### src/design/cfal_pkg.sv
package cfal_pkg;

    typedef struct packed {
        logic [10:0] frame_id;
        logic        remote;
        logic [3:0]  length_code;
        logic [7:0]  byte_0;
        logic [7:0]  byte_1;
        logic [7:0]  byte_2;
        logic [7:0]  byte_3;
        logic [7:0]  byte_4;
        logic [7:0]  byte_5;
        logic [7:0]  byte_6;
        logic [7:0]  byte_7;
        logic [15:0] stamp_value;
    } frame_t;

    typedef struct packed {
        logic [7:0] character;
        logic       last;
    } line_char_t;

    typedef struct packed {
        logic       active;
        logic [4:0] pos;
    } seq_ctrl_t;

    localparam logic [7:0] CHAR_CR     = 8'h0D;
    localparam logic [7:0] CHAR_DATA   = 8'h74;
    localparam logic [7:0] CHAR_REMOTE = 8'h72;
    localparam logic [3:0] MAX_BYTES   = 4'd8;
    localparam logic [4:0] HEADER_LEN  = 5'd5;
    localparam logic [4:0] STAMP_LEN   = 5'd4;

    function automatic logic [7:0] hex_char(logic [3:0] n);
        logic [7:0] c;
        if (n < 4'd10)
        begin
            c = 8'h30 + {4'd0, n};
        end
        else
        begin
            c = 8'h41 + {4'd0, n} - 8'd10;
        end
        return c;
    endfunction

endpackage

### src/design/cfal_fmt.sv
module cfal_fmt (
    input  cfal_pkg::frame_t     frame,
    input  cfal_pkg::seq_ctrl_t  ctrl,
    input  logic                 ts_en,
    output cfal_pkg::line_char_t result
);
    import cfal_pkg::*;

    logic [3:0] len_sat;
    logic [3:0] nbytes;
    logic [4:0] data_end;
    logic [4:0] stamp_end;
    logic [4:0] data_off;
    logic [4:0] stamp_off;
    logic [7:0] data_byte;
    logic [3:0] stamp_nib;

    always_comb
    begin
        len_sat   = (frame.length_code > MAX_BYTES) ? MAX_BYTES : frame.length_code;
        nbytes    = frame.remote ? 4'd0 : len_sat;
        data_end  = HEADER_LEN + {nbytes, 1'b0};
        stamp_end = data_end + (ts_en ? STAMP_LEN : 5'd0);
        data_off  = ctrl.pos - HEADER_LEN;
        stamp_off = ctrl.pos - data_end;

        unique case (data_off[3:1])
            3'd0: data_byte = frame.byte_0;
            3'd1: data_byte = frame.byte_1;
            3'd2: data_byte = frame.byte_2;
            3'd3: data_byte = frame.byte_3;
            3'd4: data_byte = frame.byte_4;
            3'd5: data_byte = frame.byte_5;
            3'd6: data_byte = frame.byte_6;
            default: data_byte = frame.byte_7;
        endcase

        unique case (stamp_off[1:0])
            2'd0: stamp_nib = frame.stamp_value[15:12];
            2'd1: stamp_nib = frame.stamp_value[11:8];
            2'd2: stamp_nib = frame.stamp_value[7:4];
            default: stamp_nib = frame.stamp_value[3:0];
        endcase

        result.last = 1'b0;
        priority if (ctrl.pos == 5'd0)
        begin
            result.character = frame.remote ? CHAR_REMOTE : CHAR_DATA;
        end
        else if (ctrl.pos == 5'd1)
        begin
            result.character = hex_char({1'b0, frame.frame_id[10:8]});
        end
        else if (ctrl.pos == 5'd2)
        begin
            result.character = hex_char(frame.frame_id[7:4]);
        end
        else if (ctrl.pos == 5'd3)
        begin
            result.character = hex_char(frame.frame_id[3:0]);
        end
        else if (ctrl.pos == 5'd4)
        begin
            result.character = hex_char(len_sat);
        end
        else if (ctrl.pos < data_end)
        begin
            result.character = hex_char(data_off[0] ? data_byte[3:0] : data_byte[7:4]);
        end
        else if (ctrl.pos < stamp_end)
        begin
            result.character = hex_char(stamp_nib);
        end
        else
        begin
            result.character = CHAR_CR;
            result.last      = 1'b1;
        end
    end

endmodule

### src/design/cfal_seq.sv
module cfal_seq (
    input  logic                clk,
    input  logic                rst_n,
    input  logic                start,
    input  cfal_pkg::frame_t    frame,
    input  logic                char_last,
    output logic                busy,
    output cfal_pkg::frame_t    frame_held,
    output cfal_pkg::seq_ctrl_t ctrl
);
    import cfal_pkg::*;

    logic      accept;
    frame_t    frame_reg;
    seq_ctrl_t ctrl_reg;
    seq_ctrl_t ctrl_next;

    assign busy       = ctrl_reg.active && !char_last;
    assign accept     = start && !busy;
    assign frame_held = frame_reg;
    assign ctrl       = ctrl_reg;

    always_comb
    begin
        ctrl_next = ctrl_reg;
        priority if (accept)
        begin
            ctrl_next.active = 1'b1;
            ctrl_next.pos    = 5'd0;
        end
        else if (ctrl_reg.active)
        begin
            // advance, drop the line after carriage return
            ctrl_next.active = !char_last;
            ctrl_next.pos    = ctrl_reg.pos + 5'd1;
        end
        else
        begin
            ctrl_next = ctrl_reg;
        end
    end

    always_ff @(posedge clk or negedge rst_n)
    begin
        if (!rst_n)
        begin
            ctrl_reg <= '0;
        end
        else
        begin
            ctrl_reg <= ctrl_next;
        end
    end

    always_ff @(posedge clk)
    begin
        if (accept)
        begin
            frame_reg <= frame;
        end
    end

endmodule

### src/design/can_frame_to_ascii_line_unit.sv
// CAN frame to serial-line ASCII formatter.
// Request channel: frame is taken at a rising edge with start high and busy low.
// Result channel: one character per cycle on result, marked by strobe for
// exactly one cycle; result.last marks the closing carriage return.
// The receiver cannot stall; every strobed character must be taken as shown.
// Configuration: cfg_data[0] (timestamp enable) is written when cfg_valid and
// cfg_ready are high; cfg_ready is always high. Write only while idle.
// Timing: the taken request is registered in the sequencer, and each character
// is registered in the single character register before it is strobed; the line
// then runs one character per cycle. A line holds 6 to 26 characters (5 header
// characters, 2 per data byte, 4 timestamp characters when enabled, carriage
// return). busy drops while the carriage return is formed, so the next request
// is taken then and lines follow with no gap.
// Reset: the line is dropped, no strobe, timestamp enable cleared.
module can_frame_to_ascii_line_unit (
    input  logic                 clk,
    input  logic                 rst_n,
    input  logic                 start,
    output logic                 busy,
    input  cfal_pkg::frame_t     frame,
    input  logic                 cfg_valid,
    output logic                 cfg_ready,
    input  logic [0:0]           cfg_data,
    output logic                 strobe,
    output cfal_pkg::line_char_t result
);
    import cfal_pkg::*;

    frame_t     frame_held;
    seq_ctrl_t  ctrl;
    line_char_t char_next;
    line_char_t result_reg;
    logic       strobe_reg;
    logic       ts_en_reg;

    assign cfg_ready = 1'b1;
    assign strobe    = strobe_reg;
    assign result    = result_reg;

    cfal_seq u_seq (
        .clk        (clk),
        .rst_n      (rst_n),
        .start      (start),
        .frame      (frame),
        .char_last  (char_next.last),
        .busy       (busy),
        .frame_held (frame_held),
        .ctrl       (ctrl)
    );

    cfal_fmt u_fmt (
        .frame  (frame_held),
        .ctrl   (ctrl),
        .ts_en  (ts_en_reg),
        .result (char_next)
    );

    always_ff @(posedge clk or negedge rst_n)
    begin
        if (!rst_n)
        begin
            strobe_reg <= 1'b0;
            ts_en_reg  <= 1'b0;
        end
        else
        begin
            strobe_reg <= ctrl.active;
            if (cfg_valid && cfg_ready)
            begin
                ts_en_reg <= cfg_data[0];
            end
        end
    end

    always_ff @(posedge clk)
    begin
        result_reg <= char_next;
    end

endmodule

### config.mk
export PLATFORM = sky130hd
export DESIGN_NAME = can_frame_to_ascii_line_unit
export DESIGN_NICKNAME = d
export VERILOG_FILES = /design/src/design/cfal_pkg.sv /design/src/design/cfal_fmt.sv /design/src/design/cfal_seq.sv /design/src/design/can_frame_to_ascii_line_unit.sv
export SDC_FILE = /design/constraint.sdc
export NUM_CORES = 1
export LEC_CHECK = 0
export ABC_AREA = 1
export BUFFER_PORTS_ARGS = -buffer_cell sky130_fd_sc_hd__buf_2
export CORE_MARGIN = 2
export CORE_UTILIZATION = 55
export DETAILED_ROUTE_END_ITERATION = 8
export PLACE_DENSITY_LB_ADDON = 0.08
export SLEW_MARGIN = 10
export SYNTH_ARGS = -nofsm -noshare
export SYNTH_HDL_FRONTEND = slang
export SYNTH_SLANG_ARGS = --single-unit
### constraint.sdc
create_clock -name clk -period 18.5 [get_ports clk]
set_input_delay 1.85 -clock clk [delete_from_list [all_inputs] [get_ports clk]]
set_output_delay 1.85 -clock clk [all_outputs]
set_load 0.05 [all_outputs]
==> reports/results.env, run 1 <==
RUN_STATUS='finished, final reports clean'
MAX_FREQ_MHz=203
VIASPERCELL=5.05
POST-CTS-SETUP-BUFFERS=0
SYN-INSTANCE-COUNT=534
MET1_TRACK_DEMAND_OVER_RESOURCE_PCT=31.1
STD_CELL_ROWS=36
YOSYS_WARNINGS=0
SYNTH.DISTINCT_CELLS=43
CLOCKBUFFERDEPTH=2
COUNT_OF_BUFFERS_INSERTED_AT_THE_TOP_LEVEL_PORTS=110
POSTSYNTH.TOPFLOPCELL='edfxtp_1'
CLOCK-ROOT-BUFFER='clkbuf_8'
CLOCK_LATENCY_NS=0.40
YS_TOP_CELLS_BY_COUNT='nand2_1 (105), edfxtp_1 (96), nand3_1 (79)'
DESIGN.DIE.AREA_UM2=10800
CELL_TYPE_OF_THE_SLOWEST_STAGE_ON_THE_WORST_TIMING_PATH='dfrtp_1'
MAXCAPVIOLATIONS=0
TIMING_HOLD_VIOLATIONS_FINAL=0
CP_CELL_SEQUENCE='inv_1, ha_1, inv_1, nor4_1, inv_1, nand2_1, nor3_1, nand3_1, nand2_1, inv_2, buf_2'
SYNTH.NET_COUNT=654
FLOORPLAN.INITIALDENSITY_PCT=56.5
FINAL_WORST_PATH_PERIOD_SHARE_PCT=26.6
DIE_W_UM=104
DRT_ITER0_DRC=247
LAYOUT_OVERHEAD_ON_THE_SYNTHESIZED_AREA_PCT=14.8
LARGEST_REG_FLOPS=96
FP.DIEH_UM=104
ROUTE.DETAILED.DRC=0
POST-SYNTH-TOP-COUNT-CELL='nand2_1'
SYNTH_SEQ_CELLS=112
CELL_TAKING_THE_MOST_AREA_AFTER_SYNTHESIS='edfxtp_1'
FINAL_LAYOUT_SIZE_SUFFIX_GT1_SHARE_PCT=25.9
FIRST_GLOBAL_VIAS=3875
WORST_EP_REQUIRED_TIME_NS=16.65
CRITICAL_PATH_MOST_COMMON_CELL='inv_1'
CP.ARRIVAL_NS=3.06
CP_NUM_BUF_INV=5
CP-START-KIND='register'
MAX_SLEW_MARGIN_PCT=30.3
ROUTED-VIA-COUNT=3946
IO-PIN-COUNT=113
SYNTH_AREA_UM2=5520
FINALCLOCKSKEW_NS=0.0165
YS_SEQ_AREA_SHARE_PCT=58.8
GRT_ANTENNA_BEFORE_REPAIR=0
HIGHEST_NET_FANOUT_ALONG_THE_WORST_PATH=14
WORST_SETUP_HOLD_PATH_CLK_SLEW_NS=0.10
GRT_UTIL_ALL_LAYERS_PCT=22.3
SYNTH-EDFF-COUNT=96
INSERTEDDIODECOUNT=0
TIMING_WORST_SETUP_PATH_TYPE='reg -> out'
FIN_SETUP_TNS_NS=0
CTS-RESIZED-GATES=0
TRITONCTS_CLOCK_TREE='yes'
SETUP.WORST_PATH.END_CLASS='output pin'
LEVEL_COUNT_OF_THE_CLOCK_H_TREE=3
FIRSTDRTPASSITERS=5
MAXSLEWVIOLCOUNT=0
GRT_FIRST_PASS_WIRELENGTH_UM=18700
TIMING.HOLD.WORST.CLASS='reg -> reg'
NUM-NETS-FINAL=763
CTS.SINKS=112
NUMBER_OF_HOLD_REPAIR_BUFFERS_ADDED_AT_THE_CTS_STAGE=0
POSTSYNTH.ASYNCRESETSHARE_PCT=7.14
RSZ0062_AT_GRT='no'
GLOBALROUTE.BUSIESTLAYER='met2'
DRT-TOTAL-WL_UM=11400
GRT_UTIL_MET2_PCT=34.7
TRITONCTS.NUM_BUFFERS=9
TIMING.CRITICAL_PATH.SLOWEST_CELL_DELAY_NS=0.55
SETUP_VIOL=0
ANT_NETS=0
POST_DRT_WL_PER_CELL_UM=14.6
DP.FINAL_HPWL_UM=8370
PLACE.GP.CONGESTION=0.873
KIND_OF_CELL_WITH_THE_HIGHEST_COMBINED_DELAY_ON_THE_CRITICAL_PATH='buffers and inverters'
GRT_UTIL_MET3_PCT=6.27
GR-TOTAL-OVERFLOW=0
WORST_PIN_SLEW_NS=1.04
YOSYSTOPAREACELLSHARE_PCT=52.2
YOSYS-TOP-CELLS-AREA='edfxtp_1 (52%), nand3_1 (7.2%), nand2_1 (7.1%)'
GRT_MAX_DEGREE=102
FINAL_PERIOD_MINUS_WORST_SETUP_SLACK_NS=4.91
POSTSYNTHAREAPERCELL_UM2=10.3
CORE_AREA_UM2=9770
path summary, 6_finish.rpt:
check                                          startpoint                            end  slack [ns]  depth (start not counted)
hold / removal                    u_seq.ctrl[5]$_DFF_PN0_               strobe$_DFF_PN0_        0.53                          0
max in group asynchronous                           rst_n        u_seq.ctrl[5]$_DFF_PN0_       17.03                          1
setup / recovery                u_seq.ctrl[0]$_DFFE_PN0P_                           busy       13.59                         11
setup reg to reg           u_seq.frame_held[83]$_DFFE_PP_  u_seq.frame_held[5]$_DFFE_PP_       14.92                         17
min in group asynchronous                           rst_n      u_seq.ctrl[1]$_DFFE_PN0P_        1.28                          1
hold reg to reg                   u_seq.ctrl[5]$_DFF_PN0_               strobe$_DFF_PN0_        0.53                          0
area by class of cell:
cell class	count	area, um2
Clock buffer	10	128
Clock inverter	6	50.0
Fill cell	796	3440
Inverter	68	260
Multi-Input combinational cell	340	1900
Sequential cell	112	3240
Tap cell	133	166
Timing Repair Buffer	112	586
cell usage in the layout, fill, tap and decap left out, types with 3 or more instances in the layout:
master / netlist / layout
xor2_1: 3 / 3
nor2_1: 28 / 27
a21oi_1: 16 / 16
nand3_2: 3 / 3
dfxtp_1: 8 / 8
nor2_4: 3 / 4
nand2_4: 6 / 6
ha_1: 19 / 19
inv_2: 6 / 6
inv_6: 0 / 3
nor3_1: 3 / 3
o21ai_0: 24 / 24
edfxtp_1: 96 / 96
clkbuf_8: 0 / 9
nor2_2: 3 / 3
dfrtp_1: 8 / 8
o21ai_1: 9 / 9
o32ai_1: 4 / 4
nand2_2: 11 / 11
nand2_1: 105 / 105
inv_1: 60 / 60
nand3_1: 79 / 79
buf_2: 5 / 110
nor2_8: 3 / 3
logic make-up after synthesis:
logic type,Yosys count,share of synthesized area [%]
multiplexers,1,0.204
XOR/XNOR,5,0.794
adder cells (fa/ha/maj),19,4.31
flip-flops,112,58.8
AND/OR/NAND/NOR,249,22.1
other,2,0.136
AO/OA/AOI/OAI,64,6.74
buffers and inverters,82,6.94
routing by layer:
| layer | vias to the layer above | part of all wire (%) | routed length (um) |
|---|---|---|---|
| met4 | 0 | 1.2 | 138 |
| li1 | 2028 | - | - |
| met2 | 106 | 46 | 5240 |
| met5 | - | 0 | 0 |
| met1 | 1802 | 47 | 5370 |
| met3 | 10 | 5.6 | 643 |
per-stage QoR:
stage / instance area, um2 / worst slack (ns) / hold WS, ns / util [%] / std cells
3_3_place_gp: 6130 / 14.11 / 0.521 / 62.7 / 764
2_1_floorplan: 5520 / 11.64 / 0.395 / - / 534
3_5_place_dp: 6130 / 14.02 / 0.507 / 62.7 / 764
5_1_grt: 6330 / 13.26 / 0.534 / 64.8 / 781
6_report: 6330 / 13.59 / 0.529 / 64.8 / 781
4_1_cts: 6300 / 13.55 / 0.541 / 64.5 / 780
Power of run 1 is left out: the tool's default activity adds up to more than one toggle a clock period on the data nets, which glitch-free logic cannot reach.
==> run 2: changes to the inputs <==
--- a/config.mk
+++ b/config.mk
@@ -5,7 +5,7 @@
 export SDC_FILE = /design/constraint.sdc
 export NUM_CORES = 1
 export LEC_CHECK = 0
-export ABC_AREA = 1
+export ABC_AREA = 0
 export BUFFER_PORTS_ARGS = -buffer_cell sky130_fd_sc_hd__buf_2
 export CORE_MARGIN = 2
 export CORE_UTILIZATION = 55
==> constraint.sdc (replaced) <==
create_clock -name clk -period 4.71 [get_ports clk]
set_input_delay 0.471 -clock clk [delete_from_list [all_inputs] [get_ports clk]]
set_output_delay 0.471 -clock clk [all_outputs]
set_load 0.05 [all_outputs]
==> reports/results.env, run 2 <==
CTS.SINKS=112
FINAL_LAYOUT_SIZE_SUFFIX_GT1_SHARE_PCT=28.2
CP-START-KIND='register'
SETUP_VIOL=0
MAX_SLEW_MARGIN_PCT=25.3
NUM-NETS-FINAL=687
DIE_W_UM=106
INSERTEDDIODECOUNT=0
DESIGN.DIE.AREA_UM2=11200
SYNTH_AREA_UM2=5700
FP.DIEH_UM=106
SYNTH_SEQ_CELLS=112
KIND_OF_CELL_WITH_THE_HIGHEST_COMBINED_DELAY_ON_THE_CRITICAL_PATH='compound AO/OA/AOI/OAI gates'
SETUP.WORST_PATH.END_CLASS='register'
FINALCLOCKSKEW_NS=0.0156
PLACE.GP.CONGESTION=0.935
SYNTH_COMPOUND_GATE_AREA_SHARE_PCT=17.3
MAXSLEWVIOLCOUNT=0
SYNTH_TOP_FAMILY_BY_AREA='compound AO/OA/AOI/OAI gates'
COUNT_OF_BUFFERS_INSERTED_AT_THE_TOP_LEVEL_PORTS=110
IR_WORST_VDD_uV=378
ROUTE.DETAILED.DRC=0
TIMING.HOLD.WORST.CLASS='in -> reg'
WORST_SETUP_HOLD_PATH_CLK_SLEW_NS=0.11
MOST_FREQUENT_STANDARD_CELL_IN_THE_LAYOUT_EXCLUDING_FILL_AND_TAP_CELLS='buf_2'
IO-PIN-COUNT=113
CLOCK-ROOT-BUFFER='clkbuf_8'
DRT-TOTAL-WL_UM=12000
CP_NUM_BUF_INV=2
POST-SYNTH-TOP-COUNT-CELL='edfxtp_1'
CELL_TAKING_THE_MOST_AREA_AFTER_SYNTHESIS='edfxtp_1'
FLOORPLAN.INITIALDENSITY_PCT=55.9
POST_DRT_WL_PER_CELL_UM=17.0
HIGHEST_NET_FANOUT_ALONG_THE_WORST_PATH=23
ROUTED-VIA-COUNT=4150
POST_SYNTH_FA_HA_MAJ_AREA_FRACTION_PCT=4.17
FIN_SETUP_TNS_NS=0
LAYOUT_OVERHEAD_ON_THE_SYNTHESIZED_AREA_PCT=14.2
SYN-INSTANCE-COUNT=466
TIMING_HOLD_VIOLATIONS_FINAL=0
LAYOUTNONFILLERINSTCOUNT=707
LEVEL_COUNT_OF_THE_CLOCK_H_TREE=3
GR-TOTAL-OVERFLOW=0
TIMING_WORST_SETUP_PATH_TYPE='reg -> reg'
CORE_AREA_UM2=10200
FIRSTDRTPASSITERS=5
SYNTH-SIMPLE-AREA-SHARE_PCT=11.6
YOSYS_WARNINGS=0
REPORT.POWER.TOTAL_mW=5.06
DP.FINAL_HPWL_UM=8830
LEAKAGE_POWER_FIGURE_nW=2.48
GRT_ANTENNA_BEFORE_REPAIR=0
POST-PLACE-CELLS=691
CRITICAL_PATH_MOST_COMMON_CELL='a21o_1'
CP_CELL_SEQUENCE='nand2b_1, or2_2, ha_1, a21o_1, a21o_1, a21o_1, a21oi_1, o31ai_2, nand2_1, clkinv_2, buf_4'
TIMING.CRITICAL_PATH.SLOWEST_CELL_DELAY_NS=0.53
GRT_MAX_DEGREE=55
POSTSYNTH.TOPFLOPCELL='edfxtp_1'
YOSYSTOPAREACELLSHARE_PCT=50.6
WORST_EP_REQUIRED_TIME_NS=4.83
FINAL_WORST_PATH_PERIOD_SHARE_PCT=82.5
LARGEST_REG_FLOPS=96
DRT_ITER0_DRC=369
MUXSHAREOFSYNTHAREA_PCT=3.89
POWER_DENSITY_nW_PER_UM2=778
FINAL_CORE_UTILIZATION_PCT=63.9
FINISHED_CELL_AREA_UM2=6510
POSTSYNTH.ASYNCRESETSHARE_PCT=7.14
CLOCK_LATENCY_NS=0.39
TRITONCTS_CLOCK_TREE='yes'
ANT_NETS=0
TRITONCTS.NUM_BUFFERS=9
YS_TOP_CELLS_BY_COUNT='edfxtp_1 (96), a21oi_1 (28), nand2_1 (27)'
MAXCAPVIOLATIONS=0
CP.ARRIVAL_NS=4.00
RSZ0062_AT_GRT='no'
YS_SEQ_AREA_SHARE_PCT=56.9
PLACE_AREA_UM2=6310
SYNTH_XOR_XNOR_AREA_SHARE_PCT=1.95
POSTSYNTHAREAPERCELL_UM2=12.2
SYNTH.NET_COUNT=586
RUN_STATUS='finished, final reports clean'
VIASPERCELL=5.87
GRT_UTIL_ALL_LAYERS_PCT=22.2
YOSYS-TOP-CELLS-AREA='edfxtp_1 (51%), ha_1 (4.2%), dfrtp_1 (3.5%)'
CLOCKBUFFERDEPTH=2
WORST_PIN_SLEW_NS=1.12
LAYOUT_COMMON_CELLS='buf_2 (110), edfxtp_1 (96), a21oi_1 (28)'
GRT_FIRST_PASS_WIRELENGTH_UM=19200
MAX_FREQ_MHz=257
FIRST_GLOBAL_VIAS=3959
SYNTH.DISTINCT_CELLS=75
SYNTH-EDFF-COUNT=96
FINAL_PERIOD_MINUS_WORST_SETUP_SLACK_NS=3.88
STD_CELL_ROWS=37
CELL_TYPE_OF_THE_SLOWEST_STAGE_ON_THE_WORST_TIMING_PATH='a21oi_1'
-- run 2: changes by cell type after synthesis, sizes merged, moves of 8 or more --
cell / before / now
a21o: 0 / 12
nand3: 82 / 21
clkbuf: 0 / 9
nor2: 37 / 17
a31oi: 1 / 15
nand2b: 0 / 12
nor3: 3 / 22
nand2: 122 / 27
a211oi: 1 / 9
a21oi: 18 / 29
inv: 68 / 22
-- run 2: metal layers --
metal,track usage (%),vias up,wire (um)
li1,-,1994,-
met1,32.3,1985,5510
met2,34.5,158,5550
met3,4.39,13,783
met4,6.02,0,149
met5,0,-,0
-- run 2: per-stage QoR --
| step | hold slack, ns | worst slack, ns |
|---|---|---|
| 2_1_floorplan | 0.175 | 0.887 |
| 3_3_place_gp | 0.327 | 1.04 |
| 3_5_place_dp | 0.330 | 0.858 |
| 4_1_cts | 0.231 | 0.839 |
| 5_1_grt | 0.226 | 0.565 |
| 6_report | 0.246 | 0.826 |
-- run 2: layout make-up --
cell class	instances	area [um2]
clock inverter	6	60.1
tap	136	170
fill	833	3680
sequential	112	3240
multi-input combinational	307	2220
inverter	22	83.8
timing repair buffer	115	603
clock buffer	9	124
-- run 2: power breakdown --
group | switching, mW | internal, mW
Sequential | 0.200 | 1.44
Clock | 0.341 | 0.203
Combinational | 1.76 | 1.12
Total | 2.30 | 2.76
-- run 2: worst register-to-register path, stage by stage (launching register included) --
cell and delay (ns):
edfxtp_1 0.44, nand2b_1 0.18, or2_2 0.27, ha_1 0.41
a21o_1 0.24, a21o_1 0.18, a21o_1 0.18, a21oi_1 0.53
o31ai_2 0.20, nand2_1 0.20, clkinv_2 0.39, buf_4 0.38
-- run 2: kinds of logic (layout without fill, tap and decap cells) --
logic type,count (synthesis),after routing
AO/OA/AOI/OAI,139,139
XOR/XNOR,11,11
adder cells (fa/ha/maj),19,19
buffers and inverters,47,152
flip-flops,112,112
multiplexers,13,13
other,2,2
AND/OR/NAND/NOR,123,123
-- run 2: final timing paths --
path / start / endpoint / slack [ns] / cells after the start
min in group asynchronous: rst_n / u_seq.ctrl[4]$_DFFE_PN0P_ / 0.45 / 2
setup reg to reg: u_seq.frame_held[83]$_DFFE_PP_ / u_seq.frame_held[25]$_DFFE_PP_ / 0.83 / 11
hold reg to reg: ts_en_reg$_DFFE_PN0P_ / ts_en_reg$_DFFE_PN0P_ / 0.53 / 1
setup / recovery: u_seq.frame_held[83]$_DFFE_PP_ / u_seq.frame_held[25]$_DFFE_PP_ / 0.83 / 11
max in group asynchronous: rst_n / u_seq.ctrl[3]$_DFFE_PN0P_ / 4.07 / 2
hold / removal: frame[71] / u_seq.frame_held[71]$_DFFE_PP_ / 0.25 / 1
-- run 2: timing repair --
item	4_1_cts	5_1_grt
hold endpoints to repair	8	0
hold buffers	1	0
buffers inserted	0	0
resized for setup	0	0
(Power assumes the default switching activity.)
